`config.mk`:
```
export PLATFORM = sky130hd
export DESIGN_NAME = bresenham_line_stepper_flat
export DESIGN_NICKNAME = d
export VERILOG_FILES = /design/src/bls_pkg.sv /design/src/bls_if.sv /design/src/bls_front.sv /design/src/bls_fifo.sv /design/src/bls_back.sv /design/src/bresenham_line_stepper.sv /design/src/flat_wrapper.sv
export VERILOG_INCLUDE_DIRS = /design/src /design/src/src
export SDC_FILE = /design/constraint.sdc
export NUM_CORES = 1
export LEC_CHECK = 0
export BUFFER_PORTS_ARGS = -buffer_cell sky130_fd_sc_hd__buf_2
export CORE_AREA = 2 2 168 170
export DETAILED_ROUTE_END_ITERATION = 10
export DIE_AREA = 0 0 170 172
export PLACE_DENSITY = 0.8
export SLEW_MARGIN = 5
export SYNTH_ARGS = -nofsm -noshare
export SYNTH_HDL_FRONTEND = slang
export SYNTH_SLANG_ARGS = --single-unit
```
`constraint.sdc`:
```
create_clock -name clk -period 7.2 [get_ports clk]
set_clock_uncertainty 0.15 [all_clocks]
set_input_delay 0.36 -clock clk [delete_from_list [all_inputs] [get_ports clk]]
set_output_delay 0.36 -clock clk [all_outputs]
set_load 0.05 [all_outputs]
```
`src/bresenham_line_stepper_defines.svh`:
```
// assertion macros shared by the line stepper rtl
`ifndef BRESENHAM_LINE_STEPPER_DEFINES_SVH
`define BRESENHAM_LINE_STEPPER_DEFINES_SVH

`ifndef ASSERT_OFF

// condition holds at every clock edge out of reset
`define BLS_ASSERT(label, expr) \
	label: assert property (@(posedge clk) disable iff (!arst_n) (expr)) \
		else $error("assertion failed");

// consequent holds in the same cycle as the antecedent
`define BLS_ASSERT_IMPL(label, ante, cons) \
	label: assert property (@(posedge clk) disable iff (!arst_n) (ante) |-> (cons)) \
		else $error("assertion failed");

// consequent holds in the cycle after the antecedent
`define BLS_ASSERT_NEXT(label, ante, cons) \
	label: assert property (@(posedge clk) disable iff (!arst_n) (ante) |=> (cons)) \
		else $error("assertion failed");

`else

`define BLS_ASSERT(label, expr)
`define BLS_ASSERT_IMPL(label, ante, cons)
`define BLS_ASSERT_NEXT(label, ante, cons)

`endif

`endif

```
`src/bls_pkg.sv`:
```
// shared types and codes for the line stepper
package bls_pkg;

	// request kinds on the input channel
	typedef enum logic {
		REQ_LOAD = 1'b0,
		REQ_STEP = 1'b1
	} req_type_t;

endpackage

```
`src/bls_if.sv`:
```
// valid/ready channel interfaces for line requests and pixels

// request channel: line load or pixel step
interface bls_req_if #(
	parameter int COORD_BITS = 12
);
	logic                         valid;
	logic                         ready;
	bls_pkg::req_type_t           req_type;
	logic signed [COORD_BITS-1:0] start_x;
	logic signed [COORD_BITS-1:0] start_y;
	logic signed [COORD_BITS-1:0] end_x;
	logic signed [COORD_BITS-1:0] end_y;

	modport source (
		output valid, req_type, start_x, start_y, end_x, end_y,
		input  ready
	);
	modport sink (
		input  valid, req_type, start_x, start_y, end_x, end_y,
		output ready
	);
endinterface

// pixel channel
interface bls_pix_if #(
	parameter int COORD_BITS = 12
);
	logic                         valid;
	logic                         ready;
	logic signed [COORD_BITS-1:0] pixel_x;
	logic signed [COORD_BITS-1:0] pixel_y;
	logic                         last_pixel;

	modport source (
		output valid, pixel_x, pixel_y, last_pixel,
		input  ready
	);
	modport sink (
		input  valid, pixel_x, pixel_y, last_pixel,
		output ready
	);
endinterface

```
`src/bls_front.sv`:
```
// front end: accepts requests and turns loads into ready-to-use line setup
module bls_front #(
	parameter int  COORD_BITS = 12,
	parameter type cmd_t      = logic
) (
	bls_req_if.sink req,
	output logic    push_valid,
	input  logic    push_ready,
	output cmd_t    push_cmd
);

	logic signed [COORD_BITS-1:0] sx, sy, ex, ey;
	logic                         x_neg, y_neg;
	logic        [COORD_BITS:0]   dx_full, dy_full;
	logic        [COORD_BITS-1:0] adx, ady;

	// deltas, directions and starting error term
	always_comb begin
		sx = req.start_x;
		sy = req.start_y;
		ex = req.end_x;
		ey = req.end_y;
		x_neg = sx > ex;
		y_neg = sy > ey;
		dx_full = x_neg ? ({sx[COORD_BITS-1], sx} - {ex[COORD_BITS-1], ex})
		                : ({ex[COORD_BITS-1], ex} - {sx[COORD_BITS-1], sx});
		dy_full = y_neg ? ({sy[COORD_BITS-1], sy} - {ey[COORD_BITS-1], ey})
		                : ({ey[COORD_BITS-1], ey} - {sy[COORD_BITS-1], sy});
		adx = dx_full[COORD_BITS-1:0];
		ady = dy_full[COORD_BITS-1:0];
	end

	// command word for the queue
	always_comb begin
		push_cmd            = '0;
		push_cmd.is_load    = (req.req_type == bls_pkg::REQ_LOAD);
		push_cmd.start_x    = sx;
		push_cmd.start_y    = sy;
		push_cmd.end_x      = ex;
		push_cmd.end_y      = ey;
		push_cmd.abs_dx     = adx;
		push_cmd.abs_dy     = ady;
		push_cmd.step_x_neg = x_neg;
		push_cmd.step_y_neg = y_neg;
		push_cmd.error_term = {2'b00, adx} - {2'b00, ady};
	end

	// handshake passes straight to the queue
	assign push_valid = req.valid;
	assign req.ready  = push_ready;

endmodule

```
`src/bls_fifo.sv`:
```
// small command queue between front and back end
`include "bresenham_line_stepper_defines.svh"

module bls_fifo #(
	parameter type         item_t = logic,
	parameter int unsigned DEPTH  = 2
) (
	input  logic  clk,
	input  logic  arst_n,
	input  logic  wr_valid,
	output logic  wr_ready,
	input  item_t wr_data,
	output logic  rd_valid,
	input  logic  rd_ready,
	output item_t rd_data
);

	localparam int unsigned PTR_BITS = (DEPTH > 1) ? $clog2(DEPTH) : 1;
	localparam int unsigned CNT_BITS = $clog2(DEPTH + 1);

	item_t               mem_q [DEPTH];
	logic [PTR_BITS-1:0] wr_ptr_q, rd_ptr_q;
	logic [CNT_BITS-1:0] count_q;
	logic                push, pop;

	assign wr_ready = (count_q != CNT_BITS'(DEPTH));
	assign rd_valid = (count_q != '0);
	assign push     = wr_valid && wr_ready;
	assign pop      = rd_valid && rd_ready;
	assign rd_data  = mem_q[rd_ptr_q];

	// entry storage
	always_ff @(posedge clk) begin
		if (push) begin
			mem_q[wr_ptr_q] <= wr_data;
		end
	end

	// pointers and fill count
	always_ff @(posedge clk or negedge arst_n) begin
		if (!arst_n) begin
			wr_ptr_q <= '0;
			rd_ptr_q <= '0;
			count_q  <= '0;
		end else begin
			if (push) begin
				wr_ptr_q <= (wr_ptr_q == PTR_BITS'(DEPTH - 1)) ? '0 : wr_ptr_q + 1'b1;
			end
			if (pop) begin
				rd_ptr_q <= (rd_ptr_q == PTR_BITS'(DEPTH - 1)) ? '0 : rd_ptr_q + 1'b1;
			end
			case ({push, pop})
				2'b10:   count_q <= count_q + 1'b1;
				2'b01:   count_q <= count_q - 1'b1;
				default: count_q <= count_q;
			endcase
		end
	end

	`BLS_ASSERT(a_fifo_count_range, count_q <= CNT_BITS'(DEPTH))
	`BLS_ASSERT_NEXT(a_fifo_push_grows, push && !pop, count_q == $past(count_q) + 1'b1)

endmodule

```
`src/bls_back.sv`:
```
// back end: holds the line state, steps it and registers each pixel
`include "bresenham_line_stepper_defines.svh"

module bls_back #(
	parameter int  COORD_BITS = 12,
	parameter type cmd_t      = logic
) (
	input  logic      clk,
	input  logic      arst_n,
	input  logic      cmd_valid,
	output logic      cmd_ready,
	input  cmd_t      cmd,
	bls_pix_if.source pix
);

	localparam int EW = COORD_BITS + 2;

	logic signed [COORD_BITS-1:0] cur_x_q, cur_y_q, tgt_x_q, tgt_y_q;
	logic        [COORD_BITS-1:0] adx_q, ady_q;
	logic                         xneg_q, yneg_q;
	logic signed [EW-1:0]         err_q;
	logic signed [COORD_BITS-1:0] pix_x_q, pix_y_q;
	logic                         last_q, out_valid_q;

	logic                         active, out_free, pop, emit;
	logic signed [EW:0]           e2, ady_ext, adx_ext;
	logic                         take_x, take_y;
	logic signed [COORD_BITS-1:0] nx, ny;
	logic signed [EW-1:0]         err_nx;

	// queue handshake: a step waits for room in the output register
	always_comb begin
		active    = (cur_x_q != tgt_x_q) || (cur_y_q != tgt_y_q);
		out_free  = !out_valid_q || pix.ready;
		cmd_ready = cmd.is_load || out_free;
		pop       = cmd_valid && cmd_ready;
		emit      = pop && !cmd.is_load && active;
	end

	// error rule and next point
	always_comb begin
		e2      = {err_q, 1'b0};
		ady_ext = {3'b000, ady_q};
		adx_ext = {3'b000, adx_q};
		take_x  = e2 > -ady_ext;
		take_y  = e2 < adx_ext;
		nx      = cur_x_q;
		ny      = cur_y_q;
		if (take_x) begin
			nx = xneg_q ? cur_x_q - 1'b1 : cur_x_q + 1'b1;
		end
		if (take_y) begin
			ny = yneg_q ? cur_y_q - 1'b1 : cur_y_q + 1'b1;
		end
		err_nx = err_q - (take_x ? {2'b00, ady_q} : '0) + (take_y ? {2'b00, adx_q} : '0);
	end

	// line state
	always_ff @(posedge clk or negedge arst_n) begin
		if (!arst_n) begin
			cur_x_q <= '0;
			cur_y_q <= '0;
			tgt_x_q <= '0;
			tgt_y_q <= '0;
			adx_q   <= '0;
			ady_q   <= '0;
			xneg_q  <= 1'b0;
			yneg_q  <= 1'b0;
			err_q   <= '0;
		end else if (pop && cmd.is_load) begin
			cur_x_q <= cmd.start_x;
			cur_y_q <= cmd.start_y;
			tgt_x_q <= cmd.end_x;
			tgt_y_q <= cmd.end_y;
			adx_q   <= cmd.abs_dx;
			ady_q   <= cmd.abs_dy;
			xneg_q  <= cmd.step_x_neg;
			yneg_q  <= cmd.step_y_neg;
			err_q   <= cmd.error_term;
		end else if (emit) begin
			cur_x_q <= nx;
			cur_y_q <= ny;
			err_q   <= err_nx;
		end
	end

	// output register valid
	always_ff @(posedge clk or negedge arst_n) begin
		if (!arst_n) begin
			out_valid_q <= 1'b0;
		end else if (emit) begin
			out_valid_q <= 1'b1;
		end else if (pix.ready) begin
			out_valid_q <= 1'b0;
		end
	end

	// output register payload
	always_ff @(posedge clk) begin
		if (emit) begin
			pix_x_q <= cur_x_q;
			pix_y_q <= cur_y_q;
			last_q  <= (nx == tgt_x_q) && (ny == tgt_y_q);
		end
	end

	assign pix.valid      = out_valid_q;
	assign pix.pixel_x    = pix_x_q;
	assign pix.pixel_y    = pix_y_q;
	assign pix.last_pixel = last_q;

	`BLS_ASSERT_NEXT(a_back_done_step_holds, pop && !cmd.is_load && !active, $stable(cur_x_q) && $stable(cur_y_q) && $stable(err_q))
	`BLS_ASSERT_NEXT(a_back_load_sets_line, pop && cmd.is_load, cur_x_q == $past(cmd.start_x) && tgt_y_q == $past(cmd.end_y))
	`BLS_ASSERT_IMPL(a_back_stall_blocks_step, cmd_valid && !cmd.is_load && out_valid_q && !pix.ready, !cmd_ready)

endmodule

```
`src/bresenham_line_stepper.sv`:
```
// top level of the bresenham line stepper
//
//   channel  dir  payload                                  role
//   req      in   req_type, start_x, start_y, end_x, end_y  line load or pixel step
//   pix      out  pixel_x, pixel_y, last_pixel              one pixel per active step
//
// sustained rate is one transaction per cycle while pix is not stalled.
// a pixel reaches the output register after its step transaction passes the
// two-entry command queue, which registers each command between front and back end.
// reset clears all line state to zero, so steps before any load give no pixel.
// a stall on pix holds step commands in the queue; loads and steps stay in order.
module bresenham_line_stepper #(
	parameter int COORD_BITS = 12
) (
	input  logic      clk,
	input  logic      arst_n,
	bls_req_if.sink   req,
	bls_pix_if.source pix
);

	typedef struct packed {
		logic                         is_load;
		logic signed [COORD_BITS-1:0] start_x;
		logic signed [COORD_BITS-1:0] start_y;
		logic signed [COORD_BITS-1:0] end_x;
		logic signed [COORD_BITS-1:0] end_y;
		logic        [COORD_BITS-1:0] abs_dx;
		logic        [COORD_BITS-1:0] abs_dy;
		logic                         step_x_neg;
		logic                         step_y_neg;
		logic signed [COORD_BITS+1:0] error_term;
	} cmd_t;

	logic push_valid, push_ready, pop_valid, pop_ready;
	cmd_t push_cmd, pop_cmd;

	// request decode and line setup
	bls_front #(
		.COORD_BITS (COORD_BITS),
		.cmd_t      (cmd_t)
	) u_front (
		.req        (req),
		.push_valid (push_valid),
		.push_ready (push_ready),
		.push_cmd   (push_cmd)
	);

	// command queue
	bls_fifo #(
		.item_t (cmd_t),
		.DEPTH  (2)
	) u_fifo (
		.clk      (clk),
		.arst_n   (arst_n),
		.wr_valid (push_valid),
		.wr_ready (push_ready),
		.wr_data  (push_cmd),
		.rd_valid (pop_valid),
		.rd_ready (pop_ready),
		.rd_data  (pop_cmd)
	);

	// line stepping and pixel output
	bls_back #(
		.COORD_BITS (COORD_BITS),
		.cmd_t      (cmd_t)
	) u_back (
		.clk       (clk),
		.arst_n    (arst_n),
		.cmd_valid (pop_valid),
		.cmd_ready (pop_ready),
		.cmd       (pop_cmd),
		.pix       (pix)
	);

endmodule
```
`src/flat_wrapper.sv`:
```
// flat-port wrapper written by rule: the top's interface ports become plain ports
module bresenham_line_stepper_flat 
#(
	parameter int COORD_BITS = 12
)
  (clk, arst_n, req_valid, req_req_type, req_start_x, req_start_y, req_end_x, req_end_y, req_ready, pix_valid, pix_pixel_x, pix_pixel_y, pix_last_pixel, pix_ready);
  bls_req_if #(.COORD_BITS(COORD_BITS)) req_i ();
  bls_pix_if #(.COORD_BITS(COORD_BITS)) pix_i ();
  input  logic clk;
  input  logic arst_n;
  input wire logic [$bits(req_i.valid)-1:0] req_valid;
  input wire logic [$bits(req_i.req_type)-1:0] req_req_type;
  input wire logic [$bits(req_i.start_x)-1:0] req_start_x;
  input wire logic [$bits(req_i.start_y)-1:0] req_start_y;
  input wire logic [$bits(req_i.end_x)-1:0] req_end_x;
  input wire logic [$bits(req_i.end_y)-1:0] req_end_y;
  output wire logic [$bits(req_i.ready)-1:0] req_ready;
  output wire logic [$bits(pix_i.valid)-1:0] pix_valid;
  output wire logic [$bits(pix_i.pixel_x)-1:0] pix_pixel_x;
  output wire logic [$bits(pix_i.pixel_y)-1:0] pix_pixel_y;
  output wire logic [$bits(pix_i.last_pixel)-1:0] pix_last_pixel;
  input wire logic [$bits(pix_i.ready)-1:0] pix_ready;
  assign req_i.valid = req_valid;
  assign req_i.req_type = req_req_type;
  assign req_i.start_x = req_start_x;
  assign req_i.start_y = req_start_y;
  assign req_i.end_x = req_end_x;
  assign req_i.end_y = req_end_y;
  assign req_ready = req_i.ready;
  assign pix_valid = pix_i.valid;
  assign pix_pixel_x = pix_i.pixel_x;
  assign pix_pixel_y = pix_i.pixel_y;
  assign pix_last_pixel = pix_i.last_pixel;
  assign pix_i.ready = pix_ready;
  bresenham_line_stepper #(.COORD_BITS(COORD_BITS)) u_core (.clk(clk), .arst_n(arst_n), .req(req_i), .pix(pix_i));
endmodule
```
==> run_results.csv, run 1 <==
group,metric,value,unit
status,result_of_the_run,"finished clean",
cells_and_area,finish.net_count,1810,
placed_design,routabilityCongestion,0.9029,
global_routing,grt_remaining_overflow,0,
run,cap_viol_max_count,0,
sta,final.min_clock_period,6.304,ns
logic_synthesis,synth_enable_flop_cells,201,
min_path,holdCritPathClass,"input pin to flip-flop",
drt,detail_route.wirelength,41090,um
drt,wl_per_cell,20.67,um
logic_synthesis,post_synth_fa_ha_maj_area_fraction,11.17,%
drt,drt_pass1_iterations,6,
logic_synthesis,post_synth_xor_area_fraction,5.866,%
logic_synthesis,synth.yosys.seq_area_share,49.63,%
floorplan,std_cell_rows,61,
logic_synthesis,synth-main-ff-cell,"sky130_fd_sc_hd__edfxtp_1",
global_routing,first_global_vias,11740,
clocking,postCtsSetupRepairBufs,0,
global_routing,grt_antenna_before_repair,0,
logic_synthesis,syn_area_cell,11.28,sq um
setup_path,worst-r2r-cell-count,25,
setup_path,timing.critical_path.from_type,"flip-flop",
logic_synthesis,synth_cells,1494,
floorplan,die_area,29240,sq um
sta,finalSetupViolations,0,
placed_design,dp.final_hpwl,29830,um
sta,tightest_slew,1.146,ns
drt,first_iter_violations,1185,
setup_path,path_max_fanout,19,
floorplan,start_util,61.33,%
drt,avgViaCountPerCell,5.962,
clocking,cts_hold_buffers,51,
logic_synthesis,synthArstFlopShare,31.63,%
logic_synthesis,share_of_the_synthesized_area_in_compound_gates_ao_oa_aoi_oai,12.44,%
floorplan,die_width,170,um
cells_and_area,layout-drive-gt1-share,11.02,%
sta,slew_headroom,23.58,%
drt,vias,11850,
clocking,numCtsBuffers,30,
logic_synthesis,muxShareOfSynthArea,6.081,%
sta,finalHoldViolCount,0,
clocking,cts.htree.levels,1,
sta,max_freq,158.6,MHz
logic_synthesis,synth_simple_gate_area_share,10.49,%
drt,number_of_drc_violations_after_detailed_routing,0,
sta,setup_total_negative_slack,0,ns
setup_path,arrival,6.58,ns
global_routing,overall_fraction_of_global_route_tracks_in_use,28.78,%
clocking,clock_sink_count,294,
cells_and_area,largest_reg_flops,176,
clocking,clk_pin_slew_worst_paths,0.06,ns
logic_synthesis,synth_top_family_by_area,"compound AO/OA/AOI/OAI gates",
placed_design,port_buffers,79,
logic_synthesis,synth_seq_cells,294,
clocking,clk-insertion-delay-late,0.55,ns
drt,ant_nets,0,
floorplan,core,27480,sq um
clocking,cts_tree,"yes",
floorplan,pin_count,80,
clocking,clock-root-buffer,"sky130_fd_sc_hd__clkbuf_16",
cells_and_area,mostFrequentLayoutCell,"sky130_fd_sc_hd__edfxtp_1",
clocking,cts_buffer_depth,3,
global_routing,grt_first_pass_wirelength,64180,um
logic_synthesis,ys_types,86,
sta,post-route-period-util,87.56,%
sta,final_max_slew_viol_count,0,
cells_and_area,reg.largest.list,"u_core.u_fifo.mem_q x176, u_core.u_back.err_q x14",
setup_path,cp.required,7.47,ns
logic_synthesis,postSynthNetCount,1686,
logic_synthesis,syn-cell-area,16850,sq um
cells_and_area,antennaDiodeCount,0,
cells_and_area,registers.top_by_ff_count,"u_core.u_fifo.mem_q",
global_routing,pin_count_of_the_biggest_net_entering_global_routing,85,
sta,unrepaired_setup_endpoints_after_global_routing,"false",
cells_and_area,commonest_cells_after_routing_fill_and_taps_aside,"201 x sky130_fd_sc_hd__edfxtp_1, 134 x sky130_fd_sc_hd__inv_1, 120 x sky130_fd_sc_hd__ha_1",
logic_synthesis,synthesis.yosys.warnings,0,
min_path,holdPathStages,3,
clocking,cts-resized-gates,0,
cells_and_area,syn_to_final_growth,13.34,%
floorplan,die-height,172,um
setup_path,crit_type,"flip-flop to flip-flop",
setup_path,critical_path.endpoint_type,"flip-flop",
-- stage by stage --
stage          util [%]  cell area (sq um)  hold WS, ns  instances  worst slack, ns
2_1_floorplan         -              16850     -0.08559       1494            1.696
3_3_place_gp      63.96              17570       0.1776       1881            1.217
3_5_place_dp      63.96              17570       0.1796       1881           0.9895
4_1_cts           69.51              19100      0.03032       1988           0.9469
5_1_grt           69.51              19100      0.05487       1988           0.2953
6_report          69.51              19100      0.04844       1988           0.8960
-- worst paths after layout --
check	startpoint	end	slack, ns
max	u_core.u_back.ady_q[2]$_DFFE_PN0P_	u_core.u_back.err_q[13]$_DFFE_PN0P_	0.90
min	req_valid	u_core.u_fifo.wr_ptr_q$_DFFE_PN0P_	0.05
max reg2reg	u_core.u_back.ady_q[2]$_DFFE_PN0P_	u_core.u_back.err_q[13]$_DFFE_PN0P_	0.90
min reg2reg	u_core.u_back.adx_q[0]$_DFFE_PN0P_	u_core.u_back.adx_q[0]$_DFFE_PN0P_	0.36
max in group asynchronous	arst_n	u_core.u_back.tgt_y_q[4]$_DFFE_PN0P_	5.55
min in group asynchronous	arst_n	u_core.u_back.tgt_x_q[5]$_DFFE_PN0P_	0.14
-- cells in the mapped netlist (all sizes together) (7+ instances only) --
| cell type | instances | area share, % |
|---|---|---|
| edfxtp | 201 | 36 |
| inv | 134 | 3.0 |
| ha | 120 | 8.9 |
| nand2 | 113 | 2.5 |
| nor2 | 100 | 2.4 |
| o21ai | 98 | 2.9 |
| dfrtp | 93 | 14 |
| mux2i | 93 | 5.5 |
| xnor2 | 63 | 3.3 |
| a21oi | 57 | 1.7 |
| xor2 | 49 | 2.5 |
| nor2b | 34 | 1.3 |
| clkbuf | 28 | 0.62 |
| a211oi | 25 | 1.2 |
| nor3 | 25 | 0.74 |
| buf | 22 | 0.71 |
| fa | 19 | 2.3 |
| nand3 | 19 | 0.56 |
| a21o | 18 | 0.80 |
| a221o | 16 | 0.95 |
| nand2b | 16 | 0.64 |
| a31oi | 12 | 0.53 |
| nand4 | 10 | 0.37 |
| a21boi | 8 | 0.36 |
| and2 | 8 | 0.30 |
| mux2 | 8 | 0.53 |
| o221ai | 8 | 0.42 |
| o21bai | 7 | 0.31 |
-- area by class of cell --
type	instances	area [sq um]
inverter	134	503.0
tap	346	432.9
fill	1927	8377
clock inverter	16	175.2
timing repair buffer	142	998.5
clock buffer	40	839.6
sequential	294	8367
multi-input combinational	1016	7784
-- critical path, stage by stage (launching register included) --
cell and delay [ns]:
sky130_fd_sc_hd__dfrtp_1 0.42, sky130_fd_sc_hd__nor2_1 0.22, sky130_fd_sc_hd__nand3b_1 0.12, sky130_fd_sc_hd__nor2_1 0.14
sky130_fd_sc_hd__nand3_1 0.20, sky130_fd_sc_hd__o41ai_1 0.28, sky130_fd_sc_hd__o21ai_0 0.15, sky130_fd_sc_hd__ha_1 0.31
sky130_fd_sc_hd__nand4_1 0.09, sky130_fd_sc_hd__nor2_1 0.14, sky130_fd_sc_hd__nand2_1 0.07, sky130_fd_sc_hd__o41ai_1 0.26
sky130_fd_sc_hd__mux2_2 0.46, sky130_fd_sc_hd__nor2_1 0.11, sky130_fd_sc_hd__fa_1 0.57, sky130_fd_sc_hd__inv_1 0.07
sky130_fd_sc_hd__ha_1 0.30, sky130_fd_sc_hd__a21o_1 0.18, sky130_fd_sc_hd__a21oi_1 0.21, sky130_fd_sc_hd__nand2b_1 0.13
sky130_fd_sc_hd__a21boi_0 0.11, sky130_fd_sc_hd__o41ai_1 0.57, sky130_fd_sc_hd__o21ai_0 0.32, sky130_fd_sc_hd__o21ai_0 0.30
sky130_fd_sc_hd__and4b_1 0.24, sky130_fd_sc_hd__nor3_1 0.06
-- metal layers --
| metal | track usage (%) | vias up | part of all wire [%] |
|---|---|---|---|
| met5 | 0 | - | 0 |
| met1 | 41.93 | 5701 | 45 |
| met2 | 44.92 | 436 | 44 |
| met4 | 9.290 | 0 | 3.5 |
| met3 | 4.211 | 84 | 7.1 |
| li1 | - | 5631 | - |
-- cells by family after synthesis --
group	count (synthesis)
and+or+nand+nor	360
xor gates and xnor gates	112
AOI/OAI and AO/OA	304
buffers and inverters	184
muxes	101
adders and majority gates	139
DFF	294
Power of run 1 is not shown: default switching activity piles up to over one toggle a cycle in this logic, so the estimate is an artifact.
==> inputs of run 2 (changes only) <==
--- a/config.mk
+++ b/config.mk
@@ -7,11 +7,11 @@
 export NUM_CORES = 1
 export LEC_CHECK = 0
 export BUFFER_PORTS_ARGS = -buffer_cell sky130_fd_sc_hd__buf_2
-export CORE_AREA = 2 2 168 170
+export CORE_AREA = 2 2 174 176
 export DETAILED_ROUTE_END_ITERATION = 10
-export DIE_AREA = 0 0 170 172
+export DIE_AREA = 0 0 176 178
 export PLACE_DENSITY = 0.8
-export SLEW_MARGIN = 5
 export SYNTH_ARGS = -nofsm -noshare
 export SYNTH_HDL_FRONTEND = slang
+export SYNTH_HIERARCHICAL = 1
 export SYNTH_SLANG_ARGS = --single-unit
==> run_results.csv, run 2 <==
group,metric,value,unit
sta,finalHoldViolCount,0,
placed_design,port_buffers,79,
clocking,clk-insertion-delay-late,0.51,ns
setup_path,maximum_single_stage_delay_on_the_critical_path,0.60,ns
sta,tightest_slew,0.9654,ns
cells_and_area,commonest_cells_after_routing_fill_and_taps_aside,"203 x sky130_fd_sc_hd__edfxtp_1, 190 x sky130_fd_sc_hd__nand2_1, 157 x sky130_fd_sc_hd__inv_1",
setup_path,slowest_stage,"sky130_fd_sc_hd__or4_4",
drt,number_of_drc_violations_after_detailed_routing,0,
logic_synthesis,top_cell_type_s_share_of_synthesized_area,33.27,%
cells_and_area,largest_reg_flops,178,
sta,max_freq,154.3,MHz
logic_synthesis,synth_area_leaders,"sky130_fd_sc_hd__edfxtp_1 33%, sky130_fd_sc_hd__dfrtp_1 13%, sky130_fd_sc_hd__ha_1 7.9%, sky130_fd_sc_hd__mux2_4 7.4%, sky130_fd_sc_hd__nand2_1 3.9%",
drt,drt_pass1_iterations,6,
logic_synthesis,synth_most_common_cell,"sky130_fd_sc_hd__edfxtp_1",
sta,post-route-period-util,90.04,%
setup_path,rrSetupSlack,0.72,ns
sta,final.min_clock_period,6.483,ns
global_routing,overall_fraction_of_global_route_tracks_in_use,28.24,%
logic_synthesis,synth.cells.most_frequent,"203 x sky130_fd_sc_hd__edfxtp_1, 190 x sky130_fd_sc_hd__nand2_1, 157 x sky130_fd_sc_hd__inv_1",
setup_path,regToRegEndpoint,"u_core/u_back/err_q[13]$_DFFE_PN0P_",
logic_synthesis,synth-main-ff-cell,"sky130_fd_sc_hd__edfxtp_1",
clocking,cts_buffer_depth,3,
setup_path,worst-r2r-cell-count,24,
logic_synthesis,synthesis.yosys.warnings,6,
placed_design,dp.final_hpwl,30620,um
setup_path,regToRegStartpoint,"u_core/u_back/ady_q[2]$_DFFE_PN0P_",
setup_path,arrival,6.71,ns
setup_path,cp.required,7.43,ns
clocking,numCtsBuffers,34,
setup_path,path_max_fanout,13,
logic_synthesis,synth_enable_flop_cells,203,
clocking,clock-root-buffer,"sky130_fd_sc_hd__clkbuf_16",
global_routing,grt_remaining_overflow,0,
min_path,hold_path.startpoint,"req_start_x[1]",
floorplan,die_area,31330,sq um
logic_synthesis,ys_types,97,
floorplan,std_cell_rows,63,
floorplan,core,29400,sq um
global_routing,grt_first_pass_wirelength,68410,um
cells_and_area,layout-drive-gt1-share,16.06,%
clocking,cts.htree.levels,2,
logic_synthesis,synth.yosys.seq_area_share,45.97,%
run,cap_viol_max_count,0,
sta,slew_headroom,33.97,%
setup_path,timing.critical_path.from_type,"flip-flop",
sta,final_max_slew_viol_count,0,
status,result_of_the_run,"finished clean",
drt,detail_route.wirelength,43960,um
placed_design,routabilityCongestion,0.9695,
logic_synthesis,synth_seq_cells,296,
drt,ant_nets,0,
floorplan,die-height,178,um
placed_design,numPlacedInstances,2011,
cells_and_area,registers.top_by_ff_count,"u_core/u_fifo/mem_q",
logic_synthesis,synth_cells,1631,
clocking,cts-resized-gates,0,
cells_and_area,layout.filler_cells,2054,
setup_path,crit_type,"flip-flop to flip-flop",
global_routing,first_global_vias,12710,
floorplan,die_width,176,um
cells_and_area,syn_to_final_growth,9.880,%
logic_synthesis,postSynthNetCount,1818,
setup_path,cpMostUsedCell,"sky130_fd_sc_hd__nand2_1",
logic_synthesis,syn-cell-area,18320,sq um
logic_synthesis,synth_area_leader_cell,"sky130_fd_sc_hd__edfxtp_1",
clocking,clock_sink_count,296,
floorplan,start_util,62.32,%
logic_synthesis,syn_area_cell,11.23,sq um
min_path,holdCritPathClass,"input pin to flip-flop",
floorplan,pin_count,80,
drt,vias,12960,
setup_path,critical_path.cell_chain,"nor2_1 > nand2_1 > nor3_1 > nand2_1 > o41ai_1 > o21ai_0 > ha_1 > nand4_1 > or4_4 > nand2_1 > a21o_1 > nand2_1 > and2_1 > fa_1 > inv_1 > ha_1 > a21oi_1 > nand2b_1 > a21oi_1 > o41ai_1 > o21bai_1 > o21ai_0 > nand4b_1 > nand3_1",
drt,first_iter_violations,1323,
clocking,cts_tree,"yes",
cells_and_area,layout.cells.non_filler,2123,
setup_path,critical_path.endpoint_type,"flip-flop",
cells_and_area,mostFrequentLayoutCell,"sky130_fd_sc_hd__edfxtp_1",
logic_synthesis,synthArstFlopShare,31.42,%
min_path,whs_endpoint,"u_core/u_fifo/mem_q[0][77]$_DFFE_PP_",
min_path,holdPathStages,1,
cells_and_area,reg.largest.list,"u_core/u_fifo/mem_q x178, u_core/u_back/err_q x14",
sta,finalSetupViolations,0,
drt,wl_per_cell,20.70,um
global_routing,pin_count_of_the_biggest_net_entering_global_routing,71,
sta,setup_total_negative_slack,0,ns
clocking,clk_pin_slew_worst_paths,0.06,ns
drt,avgViaCountPerCell,6.102,
sta,unrepaired_setup_endpoints_after_global_routing,"false",
global_routing,grt_antenna_before_repair,2,
cells_and_area,finish.net_count,1893,
run 2: cell types whose count changed after synthesis, sizes merged, moves of 22 or more:
| cell | previous run | this run |
|---|---|---|
| buf | 22 | 79 |
| mux2 | 8 | 95 |
| nor2 | 100 | 73 |
| o21ai | 98 | 76 |
| inv | 134 | 158 |
| nand2 | 113 | 191 |
| mux2i | 93 | 19 |
run 2: layout make-up:
class                      instances  area, sq um  share of cell area, %
clock buffer                      49        958.4                  4.760
multi-input combinational       1080         8568                  42.56
inverter                         158        593.1                  2.946
antenna                            2        5.005                0.02486
clock inverter                    12        146.4                 0.7271
sequential                       296         8427                  41.85
tap                              390        488.0                  2.424
timing repair buffer             136        948.4                  4.710
run 2: worst max-delay path, delay by kind of cell, from the launching register on:
family	cells	cell delay [ns]
adder cells (fa/ha/maj)	3	1.13
buffers and inverters	1	0.05
flip-flops	1	0.42
AND/OR/NAND/NOR	12	2.59
AO/OA/AOI/OAI	8	2.01
run 2: repair_timing:
action,CTS,global route
hold buffers,49,0
hold endpoints to repair,123,0
setup buffers,0,0
setup endpoints to repair,0,0
run 2: per-layer routing:
layer / up-vias / global-route usage, % / wire [um]
met5: - / 0 / 0
met4: 0 / 11.02 / 1686
met3: 119 / 5.030 / 3521
met2: 632 / 46.88 / 20810
met1: 6283 / 37.23 / 17940
li1: 5921 / - / -
run 2: cell families (layout without fill, tap and decap cells):
group                      after synthesis  after routing  share of synthesized area (%)
other                                    0              2                              0
muxes                                  114            114                          8.720
DFF                                    296            296                          45.97
buffers and inverters                  255            355                          7.354
xor gates and xnor gates                93             93                          4.677
AOI/OAI and AO/OA                      303            303                          11.67
and+or+nand+nor                        432            432                          11.44
adders and majority gates              138            138                          10.17
run 2: worst max path at each step:
stage | cells after the start | to | from | slack, ns
global route | 24 | u_core/u_back/err_q[13]$_DFFE_PN0P_ | u_core/u_back/ady_q[2]$_DFFE_PN0P_ | 0.29
finish | 24 | u_core/u_back/err_q[13]$_DFFE_PN0P_ | u_core/u_back/ady_q[2]$_DFFE_PN0P_ | 0.72
detailed placement | 24 | u_core/u_back/err_q[13]$_DFFE_PN0P_ | u_core/u_back/ady_q[2]$_DFFE_PN0P_ | 0.90
floorplan | 24 | u_core/u_back/err_q[13]$_DFFE_PN0P_ | u_core/u_back/ady_q[2]$_DFFE_PN0P_ | 1.71
global placement | 24 | u_core/u_back/err_q[13]$_DFFE_PN0P_ | u_core/u_back/ady_q[2]$_DFFE_PN0P_ | 1.15
CTS | 24 | u_core/u_back/err_q[13]$_DFFE_PN0P_ | u_core/u_back/ady_q[2]$_DFFE_PN0P_ | 0.84
run 2: through the flow:
stage	hold WS, ns	setup WS [ns]	area (sq um)	utilization, %
floorplan	-0.08559	1.712	18320	-
global placement	0.1556	1.154	18530	63.04
detailed placement	0.1567	0.8969	18530	63.04
CTS	0.01291	0.8444	20130	68.46
global route	0.02263	0.2916	20130	68.47
finish	0.01945	0.7172	20130	68.48
Power of run 2 is left out for the same reason.
